<file path="config.mk">
export PLATFORM = sky130hd
export DESIGN_NAME = sensor_temperature_compensation_top
export DESIGN_NICKNAME = d
export VERILOG_FILES = /design/src/sv/stc_pkg.sv /design/src/sv/stc_front.sv /design/src/sv/stc_queue.sv /design/src/sv/stc_back.sv /design/src/sv/sensor_temperature_compensation_top.sv
export SDC_FILE = /design/constraint.sdc
export NUM_CORES = 2
export LEC_CHECK = 0
export BUFFER_PORTS_ARGS = -buffer_cell sky130_fd_sc_hd__buf_2
export CELL_PAD_IN_SITES_DETAIL_PLACEMENT = 1
export CELL_PAD_IN_SITES_GLOBAL_PLACEMENT = 2
export CORE_ASPECT_RATIO = 2
export CORE_MARGIN = 1.5
export CORE_UTILIZATION = 45
export CTS_BUF_LIST = sky130_fd_sc_hd__clkbuf_2
export DETAILED_ROUTE_END_ITERATION = 6
export GPL_TIMING_DRIVEN = 0
export PLACE_DENSITY = 0.84
export SYNTH_ARGS = -nofsm -noshare
export SYNTH_HDL_FRONTEND = slang
export SYNTH_SLANG_ARGS = --single-unit
</file>
<file path="constraint.sdc">
create_clock -name clk -period 8.96 [get_ports clk]
set_input_delay 0 -clock clk [delete_from_list [all_inputs] [get_ports clk]]
set_output_delay 0 -clock clk [all_outputs]
set_load 0.1 [all_outputs]
</file>
<file path="src/sv/stc_pkg.sv">
// shared types and constants of the temperature compensation block
`default_nettype none
package stc_pkg;

	localparam int CFG_IDX_W = 2;
	localparam int CFG_DATA_W = 16;

	// configuration register indexes
	localparam logic [CFG_IDX_W-1:0] CFG_CALIB_T1 = 2'd0;
	localparam logic [CFG_IDX_W-1:0] CFG_CALIB_T2 = 2'd1;
	localparam logic [CFG_IDX_W-1:0] CFG_CALIB_T3 = 2'd2;

	// display range of the result in hundredths of a degree
	localparam logic signed [18:0] TEMP_MAX = 19'sd9999;
	localparam logic signed [18:0] TEMP_MIN = -19'sd9999;

	// reciprocals for the decimal split: x/100 = (x*5243)>>19 for x < 43699,
	// x/10 = (x*205)>>11 for x < 1029
	localparam logic [12:0] RECIP_100 = 13'd5243;
	localparam logic [7:0] RECIP_10 = 8'd205;
	localparam logic [6:0] HUNDRED = 7'd100;
	localparam logic [3:0] TEN = 4'd10;

	typedef struct packed {
		logic [15:0] t1;
		logic signed [15:0] t2;
		logic signed [15:0] t3;
	} stc_calib_t;

	// queued item: linear term (adc>>3) - 2*t1 and offset (adc>>4) - t1
	typedef struct packed {
		logic signed [17:0] lin;
		logic signed [16:0] dif;
	} stc_item_t;

	typedef struct packed {
		logic [14:0] temp;
		logic neg;
		logic [3:0] tens;
		logic [3:0] units;
		logic [3:0] tenths;
		logic [3:0] hundredths;
		logic sat;
	} stc_result_t;

endpackage
`default_nettype wire

</file>
<file path="src/sv/stc_front.sv">
// front end: calibration registers, input transfer and raw assembly
`default_nettype none
module stc_front (
	input wire logic clk,
	input wire logic arst_n,
	input wire logic cfg_we,
	input wire logic [stc_pkg::CFG_IDX_W-1:0] cfg_index,
	input wire logic [stc_pkg::CFG_DATA_W-1:0] cfg_data,
	input wire logic in_valid,
	output logic in_stall,
	input wire logic [7:0] raw_msb,
	input wire logic [7:0] raw_lsb,
	input wire logic [7:0] raw_xlsb,
	input wire logic q_full,
	output logic push,
	output stc_pkg::stc_item_t push_item,
	output stc_pkg::stc_calib_t calib
);
	import stc_pkg::*;

	stc_calib_t calib_q;
	logic [19:0] adc;

	always_ff @(posedge clk or negedge arst_n) begin
		if (!arst_n) begin
			calib_q <= '0;
		end else if (cfg_we) begin
			unique case (cfg_index)
				CFG_CALIB_T1: calib_q.t1 <= cfg_data;
				CFG_CALIB_T2: calib_q.t2 <= $signed(cfg_data);
				CFG_CALIB_T3: calib_q.t3 <= $signed(cfg_data);
				default: ;
			endcase
		end
	end

	// low nibble of xlsb carries nothing
	assign adc = {raw_msb, raw_lsb, raw_xlsb[7:4]};

	assign in_stall = q_full;
	assign push = in_valid && !q_full;
	assign push_item.lin = $signed({1'b0, adc[19:3]}) - $signed({1'b0, calib_q.t1, 1'b0});
	assign push_item.dif = $signed({1'b0, adc[19:4]}) - $signed({1'b0, calib_q.t1});
	assign calib = calib_q;

endmodule
`default_nettype wire

</file>
<file path="src/sv/stc_queue.sv">
// short item queue between front end and compensation pipeline
`default_nettype none
module stc_queue #(
	parameter int DEPTH = 4
) (
	input wire logic clk,
	input wire logic arst_n,
	input wire logic push,
	input wire stc_pkg::stc_item_t push_item,
	output logic full,
	input wire logic pop,
	output logic avail,
	output stc_pkg::stc_item_t pop_item
);
	import stc_pkg::*;

	localparam int PTR_W = (DEPTH > 1) ? $clog2(DEPTH) : 1;
	localparam int CNT_W = $clog2(DEPTH + 1);
	localparam logic [PTR_W-1:0] LAST = PTR_W'(DEPTH - 1);
	localparam logic [CNT_W-1:0] FULL_CNT = CNT_W'(DEPTH);

	stc_item_t mem_q [DEPTH];
	logic [PTR_W-1:0] wr_ptr_q;
	logic [PTR_W-1:0] rd_ptr_q;
	logic [CNT_W-1:0] count_q;

	always_ff @(posedge clk) begin
		if (push) begin
			mem_q[wr_ptr_q] <= push_item;
		end
	end

	always_ff @(posedge clk or negedge arst_n) begin
		if (!arst_n) begin
			wr_ptr_q <= '0;
			rd_ptr_q <= '0;
			count_q <= '0;
		end else begin
			if (push) begin
				wr_ptr_q <= (wr_ptr_q == LAST) ? '0 : wr_ptr_q + 1'b1;
			end
			if (pop) begin
				rd_ptr_q <= (rd_ptr_q == LAST) ? '0 : rd_ptr_q + 1'b1;
			end
			if (push && !pop) begin
				count_q <= count_q + 1'b1;
			end else if (pop && !push) begin
				count_q <= count_q - 1'b1;
			end
		end
	end

	assign full = (count_q == FULL_CNT);
	assign avail = (count_q != '0);
	assign pop_item = mem_q[rd_ptr_q];

`ifndef SYNTH
	a_no_overflow: assert property (@(posedge clk) disable iff (!arst_n)
		push |-> count_q < FULL_CNT)
		else $error("queue written while full");
	a_no_underflow: assert property (@(posedge clk) disable iff (!arst_n)
		pop |-> count_q != '0)
		else $error("queue read while empty");
`endif

endmodule
`default_nettype wire

</file>
<file path="src/sv/stc_back.sv">
// compensation pipeline: products, fine temperature, clamp and decimal digits
`default_nettype none
module stc_back (
	input wire logic clk,
	input wire logic arst_n,
	input wire stc_pkg::stc_calib_t calib,
	input wire logic avail,
	input wire stc_pkg::stc_item_t item,
	output logic pop,
	output logic out_valid,
	input wire logic out_stall,
	output stc_pkg::stc_result_t result
);
	import stc_pkg::*;

	logic en;
	logic vld_s1, vld_s2, vld_s3, vld_s4, vld_s5, vld_s6;

	logic signed [33:0] p1_s1;
	logic signed [33:0] dd_s1;
	logic signed [22:0] v1_s2;
	logic signed [36:0] p3_s2;
	logic [14:0] temp_s3, temp_s4, temp_s5;
	logic sat_s3, sat_s4, sat_s5;
	logic [13:0] mag_s4;
	logic [6:0] q100_s4, q100_s5;
	logic [6:0] r100_s5;
	stc_result_t res_s6;

	logic signed [22:0] v2;
	logic signed [23:0] fine;
	logic signed [26:0] fine_x;
	logic signed [26:0] scaled;
	logic signed [18:0] temp_raw;
	logic signed [18:0] temp_clip;
	logic sat;
	logic [14:0] mag;
	logic [26:0] q100_prod;
	logic [13:0] r100_full;
	logic [14:0] qa_prod, qb_prod;
	logic [3:0] qa, qb;

	// whole pipeline holds only while a finished result waits
	assign en = !(vld_s6 && out_stall);
	assign pop = en && avail;

	always_ff @(posedge clk or negedge arst_n) begin
		if (!arst_n) begin
			vld_s1 <= 1'b0;
			vld_s2 <= 1'b0;
			vld_s3 <= 1'b0;
			vld_s4 <= 1'b0;
			vld_s5 <= 1'b0;
			vld_s6 <= 1'b0;
		end else if (en) begin
			vld_s1 <= avail;
			vld_s2 <= vld_s1;
			vld_s3 <= vld_s2;
			vld_s4 <= vld_s3;
			vld_s5 <= vld_s4;
			vld_s6 <= vld_s5;
		end
	end

	// fine temperature and rounding to hundredths
	assign v2 = p3_s2[36:14];
	assign fine = {v1_s2[22], v1_s2} + {v2[22], v2};
	assign fine_x = {{3{fine[23]}}, fine};
	assign scaled = (fine_x <<< 2) + fine_x + 27'sd128;
	assign temp_raw = scaled[26:8];

	always_comb begin
		temp_clip = temp_raw;
		sat = 1'b0;
		if (temp_raw > TEMP_MAX) begin
			temp_clip = TEMP_MAX;
			sat = 1'b1;
		end else if (temp_raw < TEMP_MIN) begin
			temp_clip = TEMP_MIN;
			sat = 1'b1;
		end
	end

	// decimal split of the magnitude
	assign mag = temp_s3[14] ? (15'd0 - temp_s3) : temp_s3;
	assign q100_prod = 27'(mag[13:0]) * 27'(RECIP_100);
	assign r100_full = mag_s4 - (14'(q100_s4) * 14'(HUNDRED));
	assign qa_prod = 15'(q100_s5) * 15'(RECIP_10);
	assign qb_prod = 15'(r100_s5) * 15'(RECIP_10);
	assign qa = qa_prod[14:11];
	assign qb = qb_prod[14:11];

	always_ff @(posedge clk) begin
		if (en) begin
			p1_s1 <= item.lin * calib.t2;
			dd_s1 <= item.dif * item.dif;

			v1_s2 <= p1_s1[33:11];
			p3_s2 <= $signed({1'b0, dd_s1[31:12]}) * calib.t3;

			temp_s3 <= temp_clip[14:0];
			sat_s3 <= sat;

			temp_s4 <= temp_s3;
			sat_s4 <= sat_s3;
			mag_s4 <= mag[13:0];
			q100_s4 <= q100_prod[25:19];

			temp_s5 <= temp_s4;
			sat_s5 <= sat_s4;
			q100_s5 <= q100_s4;
			r100_s5 <= r100_full[6:0];

			res_s6.temp <= temp_s5;
			res_s6.neg <= temp_s5[14];
			res_s6.sat <= sat_s5;
			res_s6.tens <= qa;
			res_s6.units <= q100_s5[3:0] - 4'(qa * TEN);
			res_s6.tenths <= qb;
			res_s6.hundredths <= r100_s5[3:0] - 4'(qb * TEN);
		end
	end

	assign out_valid = vld_s6;
	assign result = res_s6;

`ifndef SYNTH
	a_digits_range: assert property (@(posedge clk) disable iff (!arst_n)
		out_valid |-> (result.tens <= 4'd9) && (result.units <= 4'd9) &&
		(result.tenths <= 4'd9) && (result.hundredths <= 4'd9))
		else $error("decimal digit out of range");
	a_sign_flag: assert property (@(posedge clk) disable iff (!arst_n)
		out_valid |-> result.neg == result.temp[14])
		else $error("sign flag disagrees with temperature");
	a_sat_limit: assert property (@(posedge clk) disable iff (!arst_n)
		out_valid && result.sat |->
		($signed(result.temp) == 15'sd9999) || ($signed(result.temp) == -15'sd9999))
		else $error("clipped result not at a range limit");
`endif

endmodule
`default_nettype wire

</file>
<file path="src/sv/sensor_temperature_compensation_top.sv">
// top level of the sensor temperature compensation block
//
// channel  direction  handshake            payload
// in       input      in_valid/in_stall    raw_msb, raw_lsb, raw_xlsb
// out      output     out_valid/out_stall  temp_hundredths, is_negative, digits, was_saturated
// cfg      input      cfg_we               cfg_index, cfg_data (calib t1, t2, t3)
//
// one sample per cycle sustained while no result waits on out_stall; a sample
// passes the queue and then six pipeline stages, set by the two chained products and the decimal split
// reset clears the calibration words, queue pointers and stage valid bits
// out_stall with a finished result waiting freezes the whole pipeline; the queue then absorbs up to DEPTH
// samples before in_stall rises
`default_nettype none
module sensor_temperature_compensation_top #(
	parameter int DEPTH = 4
) (
	input wire logic clk,
	input wire logic arst_n,
	input wire logic cfg_we,
	input wire logic [stc_pkg::CFG_IDX_W-1:0] cfg_index,
	input wire logic [stc_pkg::CFG_DATA_W-1:0] cfg_data,
	input wire logic in_valid,
	output logic in_stall,
	input wire logic [7:0] raw_msb,
	input wire logic [7:0] raw_lsb,
	input wire logic [7:0] raw_xlsb,
	output logic out_valid,
	input wire logic out_stall,
	output logic signed [14:0] temp_hundredths,
	output logic is_negative,
	output logic [3:0] digit_tens,
	output logic [3:0] digit_units,
	output logic [3:0] digit_tenths,
	output logic [3:0] digit_hundredths,
	output logic was_saturated
);
	import stc_pkg::*;

	stc_calib_t calib;
	stc_item_t push_item;
	stc_item_t pop_item;
	stc_result_t result;
	logic q_full;
	logic push;
	logic pop;
	logic avail;

	stc_front u_front (
		.clk(clk),
		.arst_n(arst_n),
		.cfg_we(cfg_we),
		.cfg_index(cfg_index),
		.cfg_data(cfg_data),
		.in_valid(in_valid),
		.in_stall(in_stall),
		.raw_msb(raw_msb),
		.raw_lsb(raw_lsb),
		.raw_xlsb(raw_xlsb),
		.q_full(q_full),
		.push(push),
		.push_item(push_item),
		.calib(calib)
	);

	stc_queue #(
		.DEPTH(DEPTH)
	) u_queue (
		.clk(clk),
		.arst_n(arst_n),
		.push(push),
		.push_item(push_item),
		.full(q_full),
		.pop(pop),
		.avail(avail),
		.pop_item(pop_item)
	);

	stc_back u_back (
		.clk(clk),
		.arst_n(arst_n),
		.calib(calib),
		.avail(avail),
		.item(pop_item),
		.pop(pop),
		.out_valid(out_valid),
		.out_stall(out_stall),
		.result(result)
	);

	assign temp_hundredths = $signed(result.temp);
	assign is_negative = result.neg;
	assign digit_tens = result.tens;
	assign digit_units = result.units;
	assign digit_tenths = result.tenths;
	assign digit_hundredths = result.hundredths;
	assign was_saturated = result.sat;

endmodule
`default_nettype wire
</file>
# After elaboration in Yosys (flattened, before gate mapping)
# Memories as Yosys holds them, arrays and structs flattened.
# Cells that the tools add are included.
[word_totals] regBits=296 latch_bits=0 ramBits=140 romBits=0 input_bits=47 out_inout_bits=35 wordCells=89 mem_count=1
[op_classes] add_sub_neg=13 n_mul=9 n_div=0 n_lt_le_gt_ge=2 eq_ne=5 n_shift=0 mux=9 n_bitwise=0 reduce_logical=16
[mem_list] memory="u_queue.mem_q" depth=4 word_bits=35 read_ports=1 rd_clocked_by_memory_dff=0 wr=1 line="stc_queue.sv:22" source="stc_item_t mem_q [DEPTH];"
[ops] op="21-bit by 16-bit multiplier with 37-bit output" count=1
[ops] op="18-bit by 16-bit multiplier with 34-bit output" count=1
[ops] op="17-bit by 17-bit multiplier with 32-bit output" count=1
[ops] op="7-bit by 8-bit multiplier with 15-bit output, second input constant" count=2
[ops] op="26-bit by 24-bit adder with 27-bit output" count=1
[ops] op="27-bit by 9-bit adder with 27-bit output, second input constant" count=1
[ops] op="14-bit by 13-bit multiplier with 26-bit output, second input constant" count=1
[ops] op="23-bit by 23-bit adder with 24-bit output" count=1
[ops] op="19-bit by 15-bit greater-than comparator with 1-bit output, second input constant" count=1
[ops] op="19-bit by 15-bit less-than comparator with 1-bit output, second input constant" count=1
[ops] op="17-bit by 17-bit subtractor with 18-bit output" count=1
[ops] op="16-bit by 16-bit subtractor with 17-bit output" count=1
[ops] op="15-bit two-way mux" count=1
[ops] op="14-bit two-way mux" count=1
[ops] op="1-bit by 14-bit subtractor with 14-bit output, first input constant" count=1
[ops] op="4-bit by 3-bit multiplier with 3-bit output, second input constant" count=2
[ops] op="4-bit subtractor" count=2
[ops] op="7-bit by 5-bit multiplier with 5-bit output, second input constant" count=1
[ops] op="7-bit subtractor" count=1
[ops] op="2-bit equality test, second input constant" count=3
[ops] op="3-bit two-way mux" count=2
[ops] op="2-bit AND reduction" count=3
[ops] op="1-bit logical AND" count=5
[ops] op="2-bit by 1-bit adder with 2-bit output, second input constant" count=2
[ops] op="other kinds (11)" count=17

# Logic depth before layout (Yosys ltp)
[logic_depth] word_depth=7 ltp_mapped=32 ltp_nobuf=29

# Cells and area by module
# From an unflattened synthesis, not the netlist that was laid out.
[hier_totals] cells_unflattened=4889 hier_area_um2=51881.0
[by_module_without_submodules] module="stc_back" n_inst=1 cells_each=4405 area_per_inst_um2=43606.8 seq_area_each_um2=5975.7
[by_module_without_submodules] module="stc_queue" n_inst=1 cells_each=220 area_per_inst_um2=5522.8 seq_area_each_um2=4379.2
[by_module_without_submodules] module="stc_front" n_inst=1 cells_each=264 area_per_inst_um2=2751.4 seq_area_each_um2=1201.2

# Worst setup path after synthesis
# Ideal clock, no wire load.
[synth_path] path_kind="register to register" from="register u_queue.rd_ptr_q[0]" to="register u_back.dd_s1[31] (data pin)" setup_time_ns=0.260 arrival_ns=7.496 t_required_ns=8.700 path_slack_ns=1.204 stages_incl_launch_ff=31 n_path_buf=4 period_less_slack_ns=7.756 cell_sequence="dfrtp_1 > buf_6 > buf_1 > mux2_2 > o21ai_1 > inv_1 > clkbuf_1 > clkbuf_1 > nand2_1 > fa_1 > inv_1 > fa_1 > inv_1 > fa_1 > inv_1 > fa_1 > fa_1 > inv_1 > fa_1 > inv_1 > ha_1 > a21o_1 > a21o_1 > a21o_1 > a211oi_1 > a21boi_0 > o31a_1 > a211oi_1 > a21oi_1 > a21oi_1 > xnor2_1"
[synth_between] elab_chain_len=2
[synth_rtl] element="from (decl)" line="stc_queue.sv:24" source="logic [PTR_W-1:0] rd_ptr_q;"
[synth_rtl] element="from (signal assigned)" line="stc_queue.sv:43" source="rd_ptr_q <= (rd_ptr_q == LAST) ? '0 : rd_ptr_q + 1'b1;"
[synth_rtl] element="memory 4 x 35 bit"
[synth_rtl] element="17-bit by 17-bit multiplier with 32-bit output" line="stc_back.sv:96" source="dd_s1 <= item.dif * item.dif;"
[synth_rtl] element="to (signal assigned)" line="stc_back.sv:96"
[synth_rtl] element="to (decl)" line="stc_back.sv:20" source="logic signed [33:0] dd_s1;"
# No other way between the ends.
# A chain may end at the register's enable or synchronous reset.

# Worst setup path after layout
[layout_path] from="register u_queue.rd_ptr_q[1]" to="register u_back.dd_s1[31] (data pin)"
# The elaborated chain is that of the path after synthesis.

==> flow_metrics.tcl <==
set metrics [dict create \
    initialDrtViolationCount 1153 \
    cap_violations 0 \
    cp-end-kind "flip-flop" \
    area_growth_pct 8.38 \
    antenna_found_initial 7 \
    via_count 34608 \
    ant_nets 0 \
    syn_avg_cell_area_um2 10.2 \
    place_hpwl_um 126000 \
    async_reset_ff_share_pct 18.7 \
    start_kind "flip-flop" \
    synth_cells 4807 \
    final_common_cell "inv_1" \
    wl_um 151000 \
    die_y_um 470 \
    fin_nets 6540 \
    period_share_pct 98.0 \
    routabilityCongestion 0.931 \
    yosys_warnings 0 \
    skew_ns 0.160 \
    synth_fp_nets 6278 \
    routedWlPerCell_um 23.2 \
    grt_pass1_wl_um 232000 \
    criticalPathCategory "reg -> reg" \
    grt_pass1_vias 41468 \
    synth_cell_types 73 \
    initial_core_util_pct 45.3 \
    hold_violations 0 \
    worst_path_max_delay_cell "buf_1" \
    worst_slack_ns 0.175 \
    crit_required_ns 9.96 \
    placementRows 171 \
    max_slew_margin_pct 10.0 \
    cts_tree "yes" \
    layout_common_cells "inv_1 (1228), fa_1 (876), ha_1 (548), nand2_1 (458), and2_1 (310)" \
    cp_max_fo 10 \
    drive_gt1_share_pct 6.34 \
    min_path_type "in -> reg" \
    insertion_delay_ns 1.25 \
    design.core.area_mm2 0.108 \
    cts_buffers 78 \
    die_area_mm2 0.111 \
    status "finished clean" \
    yosysTopAreaCell "fa_1" \
    yosys.area.top_type_share_pct 35.7 \
    final_max_slew_viol_count 0 \
    rsz0062_at_grt "true" \
    io_buffers 74 \
    root_buffer "clkbuf_2" \
    cp_common_cell "fa_1" \
    worst_slew_pin_slew_ns 1.34 \
    grt_max_degree 71 \
    drtPass1Iterations 5 \
    clockBufferDepth 3 \
    synth_enable_flop_cells 266 \
    clkTransAtPathRegs_ns 0.16 \
    cp_cell_sequence "buf_2 -> mux4_2 -> buf_1 -> nand2_1 -> fa_1 -> fa_1 -> fa_1 -> inv_1 -> fa_1 -> fa_1 -> inv_1 -> fa_1 -> inv_1 -> ha_1 -> nand2_1 -> nor2_1 -> nand3_1 -> a21o_1 -> a21boi_0 -> o31a_1 -> a211oi_2 -> a21oi_1 -> a21oi_1 -> xnor2_1" \
    drcViolationCount 0 \
    ys_ff_latch 327 \
    setup_viol 0 \
    critPathArrivalTime_ns 9.78 \
    grt-ovfl-total 0 \
    grt_use_total_pct 28.3 \
    fin_crit_ns 8.78 \
    synth_area_mm2 0.0491 \
    via_per_inst 5.31 \
    dp_slack_ns -1.17 \
    ys.flop_type "edfxtp_1" \
    ys_seq_area_share_pct 19.4 \
    ios 82 \
    yosys-top-cells-area "fa_1 (36%), edfxtp_1 (16%), ha_1 (14%), inv_1 (9.4%), and2_1 (3.9%)" \
    maxClockFrequency_ghz 0.114 \
    slowest_delay_ns 0.77 \
    die_w_um 237 \
    clkSinkCount 327 \
    cts_max_level 3 \
]
sequential cells by signal (all words and copies together) (netlist names), 7 cells and up:
signal,cells
u_back.v1_s2,23
u_back.r100_s5,7
u_back.q100_s5,7
u_back.dd_s1,20
u_back.p3_s2,23
u_front.calib,48
u_back.temp_s4,14
u_back.p1_s1,23
u_back.temp_s5,14
u_queue.mem_q,72
u_back.q100_s4,7
u_back.temp_s3,15
u_back.mag_s4,7
u_back.result,31
cell usage after synthesis, drive strengths merged (10+ instances only):
cell type / n
nand2b: 36
or2: 10
fa: 876
xnor2: 131
edfxtp: 266
mux4: 13
nand3: 23
and3: 10
a211oi: 13
nor2b: 22
mux2: 48
and2: 311
xor2: 47
o21a: 38
clkbuf: 133
ha: 548
a21oi: 86
a21o: 45
inv: 1229
nor2: 131
dfrtp: 61
buf: 15
nand4: 10
a31oi: 12
o21ai: 84
nor3: 33
nand2: 459
o21bai: 14
per-stage QoR:
| stage | instances | TNS, ns | instance area (um2) | hold WS, ns | util, % |
|---|---|---|---|---|---|
| after floorplan | 4807 | 0 | 49100 | -0.296 | - |
| after global placement | 6265 | -8.70 | 51200 | 0.216 | 47.2 |
| after detailed placement | 6269 | -11.85 | 51300 | 0.229 | 47.3 |
| after CTS | 6512 | 0 | 53200 | 0.0211 | 49.1 |
| after global routing | 6516 | -0.0531 | 53300 | 0.143 | 49.1 |
| final | 6517 | 0 | 53300 | 0.195 | 49.1 |
layout make-up:
class | instances | area [um2]
diodes | 6 | 15.0
plain buffers | 147 | 608
clock buffers | 110 | 551
clock inverters | 28 | 218
fillers | 12199 | 55200
inverters | 1229 | 4610
multi-input cells | 3103 | 34500
flip-flops and latches | 327 | 9510
well taps | 1384 | 1730
repair buffers | 183 | 1530
worst max-delay path, delay by kind of cell, from the launching register on:
kind | cells | cell delay (ns)
adder cells (fa/ha/maj) | 7 | 3.47
multiplexers | 1 | 0.43
flip-flops | 1 | 0.62
XOR/XNOR | 1 | 0.44
buffers and inverters | 5 | 1.29
AO/OA/AOI/OAI | 6 | 1.59
AND/OR/NAND/NOR | 4 | 0.68
cell families (layout without fill, tap and decap cells):
family	count (synthesis)	in the layout	share of synthesized area [%]
adders and majority gates	1424	1424	49.6
buffers and inverters	1377	1697	10.6
and+or+nand+nor	1075	1075	10.6
AOI/OAI and AO/OA	358	358	4.81
DFF	327	327	19.4
xor gates and xnor gates	178	178	3.17
muxes	68	68	1.84
other	0	6	0
per-layer routing:
layer	routed length [um]	up-vias	track usage, %
li1	-	15207	-
met1	43600	17968	23.2
met2	86300	848	56.3
met3	4340	581	3.22
met4	17100	4	26.8
met5	27	-	0
path summary, 6_finish.rpt:
check | start | end | slack [ns] | depth (start not counted)
worst max register to register | u_queue.rd_ptr_q[1] | u_back.dd_s1[31] | 0.18 | 24
worst min register to register | u_back.p1_s1[33] | u_back.v1_s2[22] | 0.42 | 0
worst min-delay path | out_stall | u_back.vld_s1 | 0.19 | 5
worst max-delay path | u_queue.rd_ptr_q[1] | u_back.dd_s1[31] | 0.18 | 24
max in group asynchronous | arst_n | u_front.calib[35] | 8.17 | 5
min in group asynchronous | arst_n | u_back.out_valid | 0.44 | 5
timing repair:
action,4_1_cts,5_1_grt
hold buffers,105,0
hold endpoints to repair,399,0
setup endpoints to repair,25,12
gates resized for setup,24,18
setup buffers,0,0
Power is not shown: default switching activity piles up to over one toggle a cycle in this logic, so the estimate is an artifact.
